### src/hdl/msb_pkg.sv
// ----------------------------------------------------------------------------
// msb_pkg
// Shared types and constants of the merge sort buffer.
// ----------------------------------------------------------------------------
`default_nettype none

package msb_pkg;

  localparam int VALUE_W = 32;

  typedef logic signed [VALUE_W-1:0] value_t;

  // buffer port control from the sequencer to the RAM pair
  typedef struct packed {
    logic we;      // write enable
    logic wr_buf;  // buffer written
    logic rd_buf;  // buffer read
  } mem_ctl_t;

endpackage

`default_nettype wire

### src/hdl/msb_in_if.sv
// ----------------------------------------------------------------------------
// msb_in_if
// Input request channel: one element of a run, last marks the end of the run.
// ----------------------------------------------------------------------------
`default_nettype none

interface msb_in_if;
  logic             valid;
  logic             ready;
  msb_pkg::value_t  value;
  logic             last;

  modport source (output valid, output value, output last, input ready);
  modport sink   (input valid, input value, input last, output ready);
endinterface

`default_nettype wire

### src/hdl/msb_out_if.sv
// ----------------------------------------------------------------------------
// msb_out_if
// Result request channel: sorted elements, last one marked.
// ----------------------------------------------------------------------------
`default_nettype none

interface msb_out_if;
  logic             valid;
  logic             ready;
  msb_pkg::value_t  sorted_value;
  logic             last_out;
  logic             overflow;

  modport source (output valid, output sorted_value, output last_out, output overflow,
                  input ready);
  modport sink   (input valid, input sorted_value, input last_out, input overflow,
                  output ready);
endinterface

`default_nettype wire

### src/hdl/msb_ram.sv
// ----------------------------------------------------------------------------
// msb_ram
// Generic single-write, single-read RAM with registered read data.
// ----------------------------------------------------------------------------
`default_nettype none

module msb_ram #(
  parameter int WIDTH = 32,
  parameter int DEPTH = 64
) (
  input  wire logic                     clk,
  input  wire logic                     we,
  input  wire logic [$clog2(DEPTH)-1:0] waddr,
  input  wire logic [WIDTH-1:0]         wdata,
  input  wire logic [$clog2(DEPTH)-1:0] raddr,
  output logic      [WIDTH-1:0]         rdata
);

  logic [WIDTH-1:0] mem [DEPTH];

  always_ff @(posedge clk) begin
    if (we) begin
      mem[waddr] <= wdata;
    end
    rdata <= mem[raddr];
  end

endmodule

`default_nettype wire

### src/hdl/msb_ctrl.sv
// ----------------------------------------------------------------------------
// msb_ctrl
// Sequencer: loads a run, merges it bottom-up between two buffers through one
// shared compare unit, then streams the sorted run out.
// ----------------------------------------------------------------------------
`default_nettype none

module msb_ctrl #(
  parameter int DEPTH = 64
) (
  input  wire logic                     clk,
  input  wire logic                     rst_n,
  msb_in_if.sink                        in_chan,
  msb_out_if.source                     out_chan,
  output msb_pkg::mem_ctl_t             mem_ctl,
  output logic [$clog2(DEPTH)-1:0]      raddr,
  output logic [$clog2(DEPTH)-1:0]      waddr,
  output msb_pkg::value_t               wdata,
  input  wire msb_pkg::value_t          rdata
);

  localparam int AW = $clog2(DEPTH);
  localparam int CW = $clog2(DEPTH + 1);
  localparam int SW = CW + 1;

  typedef enum logic [2:0] {
    S_LOAD,
    S_PASS,
    S_FA,
    S_FB,
    S_STEP,
    S_OUT_RD,
    S_OUT_LOAD,
    S_OUT_SHOW
  } state_t;

  state_t           state_r, state_nxt;
  logic [CW-1:0]    count_r, count_nxt;
  logic             drop_r, drop_nxt;
  logic [SW-1:0]    width_r, width_nxt;
  logic [SW-1:0]    lo_r, lo_nxt;
  logic [CW-1:0]    mid_r, mid_nxt;
  logic [CW-1:0]    hi_r, hi_nxt;
  logic [CW-1:0]    i_r, i_nxt;
  logic [CW-1:0]    j_r, j_nxt;
  logic [CW-1:0]    k_r, k_nxt;
  msb_pkg::value_t  ha_r, ha_nxt;
  msb_pkg::value_t  hb_r, hb_nxt;
  logic             fresh_a_r, fresh_a_nxt;
  logic             fresh_b_r, fresh_b_nxt;
  logic             src_r, src_nxt;
  logic             out_valid_r, out_valid_nxt;
  msb_pkg::value_t  out_value_r, out_value_nxt;
  logic             out_last_r, out_last_nxt;
  logic             out_ovf_r, out_ovf_nxt;

  logic [SW-1:0]    n_ext;
  logic [SW-1:0]    mid_sum, hi_sum, lo_next;
  logic [CW-1:0]    mid_clamp, hi_clamp;
  logic [CW-1:0]    i_inc, j_inc, k_inc;
  msb_pkg::value_t  cur_a, cur_b;
  logic             a_ok, b_ok, take_a;

  assign in_chan.ready         = (state_r == S_LOAD);
  assign out_chan.valid        = out_valid_r;
  assign out_chan.sorted_value = out_value_r;
  assign out_chan.last_out     = out_last_r;
  assign out_chan.overflow     = out_ovf_r;

  // merge bounds and compare unit
  assign n_ext     = {1'b0, count_r};
  assign mid_sum   = lo_r + width_r;
  assign hi_sum    = lo_r + {width_r[SW-2:0], 1'b0};
  assign lo_next   = hi_sum;
  assign mid_clamp = (mid_sum > n_ext) ? count_r : mid_sum[CW-1:0];
  assign hi_clamp  = (hi_sum > n_ext) ? count_r : hi_sum[CW-1:0];
  assign i_inc     = i_r + CW'(1);
  assign j_inc     = j_r + CW'(1);
  assign k_inc     = k_r + CW'(1);
  assign cur_a     = fresh_a_r ? rdata : ha_r;
  assign cur_b     = fresh_b_r ? rdata : hb_r;
  assign a_ok      = (i_r < mid_r);
  assign b_ok      = (j_r < hi_r);
  assign take_a    = a_ok && (!b_ok || (cur_a <= cur_b));

  always_comb begin
    state_nxt     = state_r;
    count_nxt     = count_r;
    drop_nxt      = drop_r;
    width_nxt     = width_r;
    lo_nxt        = lo_r;
    mid_nxt       = mid_r;
    hi_nxt        = hi_r;
    i_nxt         = i_r;
    j_nxt         = j_r;
    k_nxt         = k_r;
    ha_nxt        = ha_r;
    hb_nxt        = hb_r;
    fresh_a_nxt   = fresh_a_r;
    fresh_b_nxt   = fresh_b_r;
    src_nxt       = src_r;
    out_valid_nxt = out_valid_r;
    out_value_nxt = out_value_r;
    out_last_nxt  = out_last_r;
    out_ovf_nxt   = out_ovf_r;
    mem_ctl       = '0;
    mem_ctl.rd_buf = src_r;
    raddr         = '0;
    waddr         = '0;
    wdata         = in_chan.value;

    unique case (state_r)
      S_LOAD: begin
        if (in_chan.valid) begin
          if (count_r < CW'(DEPTH)) begin
            mem_ctl.we     = 1'b1;
            mem_ctl.wr_buf = 1'b0;
            waddr          = count_r[AW-1:0];
            count_nxt      = count_r + CW'(1);
          end else begin
            drop_nxt = 1'b1;
          end
          if (in_chan.last) begin
            width_nxt = SW'(1);
            src_nxt   = 1'b0;
            state_nxt = S_PASS;
          end
        end
      end

      S_PASS: begin
        if (width_r >= n_ext) begin
          k_nxt     = '0;
          state_nxt = S_OUT_RD;
        end else begin
          lo_nxt    = '0;
          state_nxt = S_FA;
        end
      end

      S_FA: begin
        mid_nxt   = mid_clamp;
        hi_nxt    = hi_clamp;
        i_nxt     = lo_r[CW-1:0];
        j_nxt     = mid_clamp;
        k_nxt     = lo_r[CW-1:0];
        raddr     = lo_r[AW-1:0];
        state_nxt = S_FB;
      end

      S_FB: begin
        raddr       = j_r[AW-1:0];
        ha_nxt      = rdata;
        fresh_a_nxt = 1'b0;
        fresh_b_nxt = 1'b1;
        state_nxt   = S_STEP;
      end

      S_STEP: begin
        ha_nxt         = cur_a;
        hb_nxt         = cur_b;
        mem_ctl.we     = 1'b1;
        mem_ctl.wr_buf = !src_r;
        waddr          = k_r[AW-1:0];
        wdata          = take_a ? cur_a : cur_b;
        k_nxt          = k_inc;
        if (take_a) begin
          i_nxt       = i_inc;
          raddr       = i_inc[AW-1:0];
          fresh_a_nxt = 1'b1;
          fresh_b_nxt = 1'b0;
        end else begin
          j_nxt       = j_inc;
          raddr       = j_inc[AW-1:0];
          fresh_a_nxt = 1'b0;
          fresh_b_nxt = 1'b1;
        end
        if (k_inc == hi_r) begin
          if (lo_next < n_ext) begin
            lo_nxt    = lo_next;
            state_nxt = S_FA;
          end else begin
            width_nxt = {width_r[SW-2:0], 1'b0};
            src_nxt   = !src_r;
            state_nxt = S_PASS;
          end
        end
      end

      S_OUT_RD: begin
        raddr     = k_r[AW-1:0];
        state_nxt = S_OUT_LOAD;
      end

      S_OUT_LOAD: begin
        out_value_nxt = rdata;
        out_last_nxt  = (k_inc == count_r);
        out_ovf_nxt   = drop_r;
        out_valid_nxt = 1'b1;
        state_nxt     = S_OUT_SHOW;
      end

      S_OUT_SHOW: begin
        raddr = k_inc[AW-1:0];
        if (out_chan.ready) begin
          out_valid_nxt = 1'b0;
          if (out_last_r) begin
            count_nxt = '0;
            drop_nxt  = 1'b0;
            state_nxt = S_LOAD;
          end else begin
            k_nxt     = k_inc;
            state_nxt = S_OUT_LOAD;
          end
        end
      end

      default: begin
        state_nxt = S_LOAD;
      end
    endcase
  end

  always_ff @(posedge clk) begin
    if (!rst_n) begin
      state_r     <= S_LOAD;
      count_r     <= '0;
      drop_r      <= 1'b0;
      out_valid_r <= 1'b0;
    end else begin
      state_r     <= state_nxt;
      count_r     <= count_nxt;
      drop_r      <= drop_nxt;
      out_valid_r <= out_valid_nxt;
    end
    width_r     <= width_nxt;
    lo_r        <= lo_nxt;
    mid_r       <= mid_nxt;
    hi_r        <= hi_nxt;
    i_r         <= i_nxt;
    j_r         <= j_nxt;
    k_r         <= k_nxt;
    ha_r        <= ha_nxt;
    hb_r        <= hb_nxt;
    fresh_a_r   <= fresh_a_nxt;
    fresh_b_r   <= fresh_b_nxt;
    src_r       <= src_nxt;
    out_value_r <= out_value_nxt;
    out_last_r  <= out_last_nxt;
    out_ovf_r   <= out_ovf_nxt;
  end

endmodule

`default_nettype wire

### src/hdl/merge_sort_buffer_top.sv
// Loading accepts one input request per cycle; after the last request, sorting does
//   n*ceil(log2 n) merge steps, a fetch of both run heads per merge and ceil(log2 n)+1 pass checks.
// Results then stream out one at a time, each read from a buffer and held until taken;
//   sorting speed is set by the single compare unit and one read port.
// Input is not ready from the last request until the last result is taken.
// Reset (rst_n, synchronous) clears the count, overflow flag and sequencer; buffers keep data.
// ----------------------------------------------------------------------------
// merge_sort_buffer_top
// Buffers a run of signed values and returns it sorted ascending (stable).
// ----------------------------------------------------------------------------
`default_nettype none

module merge_sort_buffer_top #(
  parameter int DEPTH = 64
) (
  input  wire logic  clk,
  input  wire logic  rst_n,
  msb_in_if.sink     in_chan,
  msb_out_if.source  out_chan
);

  localparam int AW = $clog2(DEPTH);

  msb_pkg::mem_ctl_t  mem_ctl;
  logic [AW-1:0]      raddr;
  logic [AW-1:0]      waddr;
  msb_pkg::value_t    wdata;
  msb_pkg::value_t    rdata;
  logic [msb_pkg::VALUE_W-1:0] rdata0, rdata1;
  logic               we0, we1;

  assign we0   = mem_ctl.we && !mem_ctl.wr_buf;
  assign we1   = mem_ctl.we &&  mem_ctl.wr_buf;
  assign rdata = mem_ctl.rd_buf ? msb_pkg::value_t'(rdata1) : msb_pkg::value_t'(rdata0);

  msb_ctrl #(.DEPTH(DEPTH)) u_ctrl (
    .clk      (clk),
    .rst_n    (rst_n),
    .in_chan  (in_chan),
    .out_chan (out_chan),
    .mem_ctl  (mem_ctl),
    .raddr    (raddr),
    .waddr    (waddr),
    .wdata    (wdata),
    .rdata    (rdata)
  );

  msb_ram #(.WIDTH(msb_pkg::VALUE_W), .DEPTH(DEPTH)) u_buf0 (
    .clk   (clk),
    .we    (we0),
    .waddr (waddr),
    .wdata (wdata),
    .raddr (raddr),
    .rdata (rdata0)
  );

  msb_ram #(.WIDTH(msb_pkg::VALUE_W), .DEPTH(DEPTH)) u_buf1 (
    .clk   (clk),
    .we    (we1),
    .waddr (waddr),
    .wdata (wdata),
    .raddr (raddr),
    .rdata (rdata1)
  );

endmodule

`default_nettype wire

### src/flat_wrapper.sv
// flat-port wrapper written by rule: the top's interface ports become plain ports
module merge_sort_buffer_top_flat 
#(
  parameter int DEPTH = 64
)
  (clk, rst_n, in_chan_valid, in_chan_value, in_chan_last, in_chan_ready, out_chan_valid, out_chan_sorted_value, out_chan_last_out, out_chan_overflow, out_chan_ready);
  msb_in_if in_chan_i ();
  msb_out_if out_chan_i ();
  input  wire logic clk;
  input  wire logic rst_n;
  input wire logic [$bits(in_chan_i.valid)-1:0] in_chan_valid;
  input wire logic [$bits(in_chan_i.value)-1:0] in_chan_value;
  input wire logic [$bits(in_chan_i.last)-1:0] in_chan_last;
  output wire logic [$bits(in_chan_i.ready)-1:0] in_chan_ready;
  output wire logic [$bits(out_chan_i.valid)-1:0] out_chan_valid;
  output wire logic [$bits(out_chan_i.sorted_value)-1:0] out_chan_sorted_value;
  output wire logic [$bits(out_chan_i.last_out)-1:0] out_chan_last_out;
  output wire logic [$bits(out_chan_i.overflow)-1:0] out_chan_overflow;
  input wire logic [$bits(out_chan_i.ready)-1:0] out_chan_ready;
  assign in_chan_i.valid = in_chan_valid;
  assign in_chan_i.value = in_chan_value;
  assign in_chan_i.last = in_chan_last;
  assign in_chan_ready = in_chan_i.ready;
  assign out_chan_valid = out_chan_i.valid;
  assign out_chan_sorted_value = out_chan_i.sorted_value;
  assign out_chan_last_out = out_chan_i.last_out;
  assign out_chan_overflow = out_chan_i.overflow;
  assign out_chan_i.ready = out_chan_ready;
  merge_sort_buffer_top #(.DEPTH(DEPTH)) u_core (.clk(clk), .rst_n(rst_n), .in_chan(in_chan_i), .out_chan(out_chan_i));
endmodule
### config.mk
export PLATFORM = sky130hd
export DESIGN_NAME = merge_sort_buffer_top_flat
export DESIGN_NICKNAME = d
export VERILOG_FILES = /design/src/hdl/msb_pkg.sv /design/src/hdl/msb_in_if.sv /design/src/hdl/msb_out_if.sv /design/src/hdl/msb_ram.sv /design/src/hdl/msb_ctrl.sv /design/src/hdl/merge_sort_buffer_top.sv /design/src/flat_wrapper.sv
export SDC_FILE = /design/constraint.sdc
export NUM_CORES = 2
export LEC_CHECK = 0
export ABC_AREA = 1
export BUFFER_PORTS_ARGS = -buffer_cell sky130_fd_sc_hd__buf_2
export CAP_MARGIN = 20
export CELL_PAD_IN_SITES_DETAIL_PLACEMENT = 1
export CELL_PAD_IN_SITES_GLOBAL_PLACEMENT = 2
export CORE_MARGIN = 1
export CORE_UTILIZATION = 42
export DETAILED_ROUTE_END_ITERATION = 8
export PLACE_DENSITY_LB_ADDON = 0.08
export SLEW_MARGIN = 20
export SYNTH_ARGS = -nofsm -noshare
export SYNTH_HDL_FRONTEND = slang
export SYNTH_HIERARCHICAL = 1
export SYNTH_SLANG_ARGS = --single-unit
### constraint.sdc
create_clock -name clk -period 11.4 [get_ports clk]
set_input_delay 1.14 -clock clk [delete_from_list [all_inputs] [get_ports clk]]
set_output_delay 1.14 -clock clk [all_outputs]
set_load 0.005 [all_outputs]
==> impl_metrics.py <==
metrics = {
    "status": {
        "status": "finished clean",
    },
    "detailed_routing": {
        "dr_total_vias": 122009,
        "wl_per_cell_um": 30.8,
        "firstDrtPassIters": 6,
        "drt_iter0_drc": 11775,
        "wl_um": 641000,
        "drt-vias-per-instance": 5.86,
        "ant_nets": 0,
        "drc_errors": 0,
    },
    "sta": {
        "fin_skew_ns": 0.0675,
        "max_freq_mhz": 129,
        "setup_viol": 0,
        "post-route-period-util": 0.682,
        "period_minus_slack_ns": 7.77,
        "tns_ns": 0,
        "rsz0062_at_grt": "false",
        "worst_pin_slew_ns": 1.21,
        "slew_viol_final": 0,
        "maxSlewHeadroom": 0.194,
        "finalHoldViolCount": 0,
    },
    "global_routing": {
        "antenna_found_initial": 42,
        "grt_max_degree": 193,
        "grt_usage": 0.297,
        "grt_pass1_wl_um": 911000,
        "grt_pass1_vias": 124629,
        "grt_overflow": 0,
    },
    "clock_tree": {
        "h-tree-depth": 5,
        "cts_tree": "yes",
        "cts_resized": 0,
        "cts_hold_buf": 0,
        "clockBufferDepth": 4,
        "path_clk_slew_ns": 0.06,
        "cts.sinks": 4323,
        "cts_setup_buffers": 0,
        "cts_buffers": 473,
        "root_buffer": "clkbuf_16",
        "clock_latency_ns": 1.02,
    },
    "critical_path": {
        "criticalPathCategory": "reg2reg",
        "cp_slowest_stage_delay_ns": 0.70,
        "required_ns": 12.35,
        "cp_max_fo": 132,
        "arrival_ns": 8.72,
        "crit_path_start_kind": "flip-flop",
        "cp.depth": 31,
        "endpoint_kind": "flip-flop",
        "crit_top_cell": "nand2_1",
        "critPathTopFamily": "simple AND/OR/NAND/NOR gates",
        "ff2ff_path_depth": 31,
        "slowest_stage": "buf_4",
        "cp_num_buf_inv": 8,
    },
    "layout": {
        "n_fill_cell": 42983,
        "drive_above_1_share": 0.0867,
        "area_delta_synth_final_pct": 12.8,
        "nNetsFinal": 14984,
    },
    "synth": {
        "synth_top_area_share": 0.722,
        "async_flop_share": 0,
        "yosysTopAreaCell": "edfxtp_1",
        "mappedNetlistArea_um2": 177000,
        "ys.flop_type": "edfxtp_1",
        "syn_nets": 15037,
        "synth_seq_cells": 4323,
        "synth-warning-count": 6,
        "synthCells": 14919,
        "yosysMostFrequentCell": "nand2_1",
        "ys_top_cells_by_area": "edfxtp_1 (72%), nand3_1 (11%), nand2_1 (10%)",
        "synth_seq_area_share": 0.731,
        "synth_edf_count": 4247,
        "netlist_top_cells_count": "nand2_1 (4824), edfxtp_1 (4247), nand3_1 (3949), buf_2 (578), inv_1 (214)",
        "syn_area_per_cell_um2": 11.8,
        "synth_cell_types": 49,
    },
    "min_path": {
        "holdPathStages": 3,
        "min_path_type": "in2reg",
    },
    "die": {
        "core-area_um2": 418000,
        "die_y_um": 650,
        "dieArea_um2": 423000,
        "start_util": 0.423,
        "io_pins": 73,
        "fp-row-count": 237,
        "die_width_um": 650,
    },
    "placed_design": {
        "gp_congestion": 0.872,
        "io_buffers": 72,
        "dp_hpwl_um": 353000,
    },
    "power_and_ir_drop": {
        "vdd_ir_drop_max_mv": 0.251,
        "clock_power_share": 0.279,
        "p_sw_mw": 21.9,
        "p_leak_nw": 70.1,
        "p_per_area_nw_per_um2": 272,
        "pwr-share-comb": 0.351,
        "seqPwrFrac": 0.370,
        "p_int_mw": 32.4,
        "power_mw": 54.2,
        "p_sw_frac": 0.403,
    },
    "run": {
        "maxCapViolations": 0,
    },
}
cells in the final DEF, fill, tap and decap left out, types with 5 or more instances in the layout:
cell type | netlist | routed
nand2_1 | 4824 | 4821
edfxtp_1 | 4247 | 4247
nand3_1 | 3949 | 3914
clkbuf_16 | 0 | 481
buf_4 | 95 | 293
inv_1 | 214 | 208
nor2_4 | 2 | 116
clkinv_1 | 0 | 108
clkbuf_1 | 180 | 101
o21ai_0 | 100 | 99
nor2_1 | 211 | 98
clkinv_2 | 0 | 94
ha_1 | 79 | 79
dfxtp_1 | 76 | 75
buf_2 | 578 | 72
buf_12 | 1 | 61
a21oi_1 | 44 | 43
diode_2 | 0 | 40
bufinv_16 | 0 | 38
nand3_4 | 1 | 36
nand4_1 | 35 | 35
o21bai_1 | 35 | 35
clkbuf_8 | 3 | 27
xor2_1 | 21 | 21
nand2_2 | 16 | 16
nor4_2 | 0 | 16
clkinvlp_4 | 0 | 12
o21ai_1 | 12 | 12
o21a_1 | 10 | 10
inv_2 | 10 | 9
xnor2_1 | 8 | 8
inv_6 | 0 | 7
nor3_1 | 8 | 7
clkinv_8 | 0 | 5
inv_8 | 1 | 5
o22ai_4 | 0 | 5
per-layer routing:
layer,GRT usage,vias up,part of all wire
li1,-,52838,-
met1,0.401,63975,0.42
met2,0.485,4177,0.47
met3,0.0415,1015,0.064
met4,0.124,4,0.047
met5,0,-,0.000031
flip-flops by register name (all words and copies together), names as in the netlist, 3 cells and up:
name,cells
u_core/u_ctrl/k_r,7
u_core/u_buf0/mem,2048
u_core/u_buf1/mem,2048
u_core/u_ctrl/hb_r,32
u_core/u_ctrl/mid_r,7
u_core/u_ctrl/state_r,3
u_core/u_ctrl/j_r,7
u_core/u_ctrl/i_r,7
u_core/u_ctrl/hi_r,7
u_core/u_ctrl/lo_r,7
u_core/u_buf1/rdata,32
u_core/u_ctrl/width_r,8
u_core/u_buf0/rdata,32
u_core/u_ctrl/out_chan.sorted_value,32
u_core/u_ctrl/count_r,7
u_core/u_ctrl/ha_r,32
power by group through the flow:
stage	Combinational, mW	Sequential [mW]	Clock [mW]
after floorplan	10.3	20.2	0
after global placement	18.6	20.4	0
after detailed placement	18.9	20.4	0
after CTS	19.0	20.1	15.4
after global routing	20.2	20.1	15.9
final	19.1	20.1	15.1
cell families after synthesis:
kind of cell             after synthesis  share of synthesized area
adder cells (fa/ha/maj)               81                    0.00582
XOR/XNOR                              29                    0.00144
AO/OA/AOI/OAI                        229                    0.00753
buffers and inverters               1185                     0.0324
AND/OR/NAND/NOR                     9072                      0.222
flip-flops                          4323                      0.731
worst paths after layout:
kind	start	endpoint	slack, ns
max	u_core/u_ctrl/src_r	u_core/u_buf0/rdata[10]	3.63
min	rst_n	u_core/u_ctrl/state_r[2]	0.41
max reg2reg	u_core/u_ctrl/src_r	u_core/u_buf0/rdata[10]	3.63
min reg2reg	u_core/u_ctrl/drop_r	u_core/u_ctrl/out_chan.overflow	0.45
cell type report:
type | instances | area (µm²) | area share
Antenna cell | 40 | 100 | 0.000502
Clock buffer | 609 | 12800 | 0.0642
Clock inverter | 266 | 2310 | 0.0116
Inverter | 227 | 942 | 0.00473
Multi-Input combinational cell | 9411 | 43400 | 0.218
Sequential cell | 4323 | 129000 | 0.648
Tap cell | 5497 | 6880 | 0.0345
Timing Repair Buffer | 430 | 3860 | 0.0194
worst reg2reg max path, delay by kind of cell, from the launching register on:
| kind | cells | cell delay (ns) |
|---|---|---|
| simple gates | 20 | 3.67 |
| buf+inv | 8 | 3.07 |
| fa+ha+maj | 1 | 0.28 |
| flops | 1 | 0.48 |
| compound gates | 2 | 0.19 |
through the flow:
| step | setup slack, ns | hold slack, ns | instance area (µm²) | instances | util |
|---|---|---|---|---|---|
| after detailed placement | 3.68 | 0.433 | 184000 | 19886 | 0.441 |
| after floorplan | 5.72 | 0.409 | 177000 | 14919 | - |
| after CTS | 3.69 | 0.326 | 199000 | 20761 | 0.477 |
| final | 3.63 | 0.411 | 199000 | 20803 | 0.477 |
| after global placement | 3.71 | 0.422 | 184000 | 19884 | 0.441 |
| after global routing | 3.43 | 0.381 | 199000 | 20768 | 0.477 |
(Power assumes the default switching activity.)
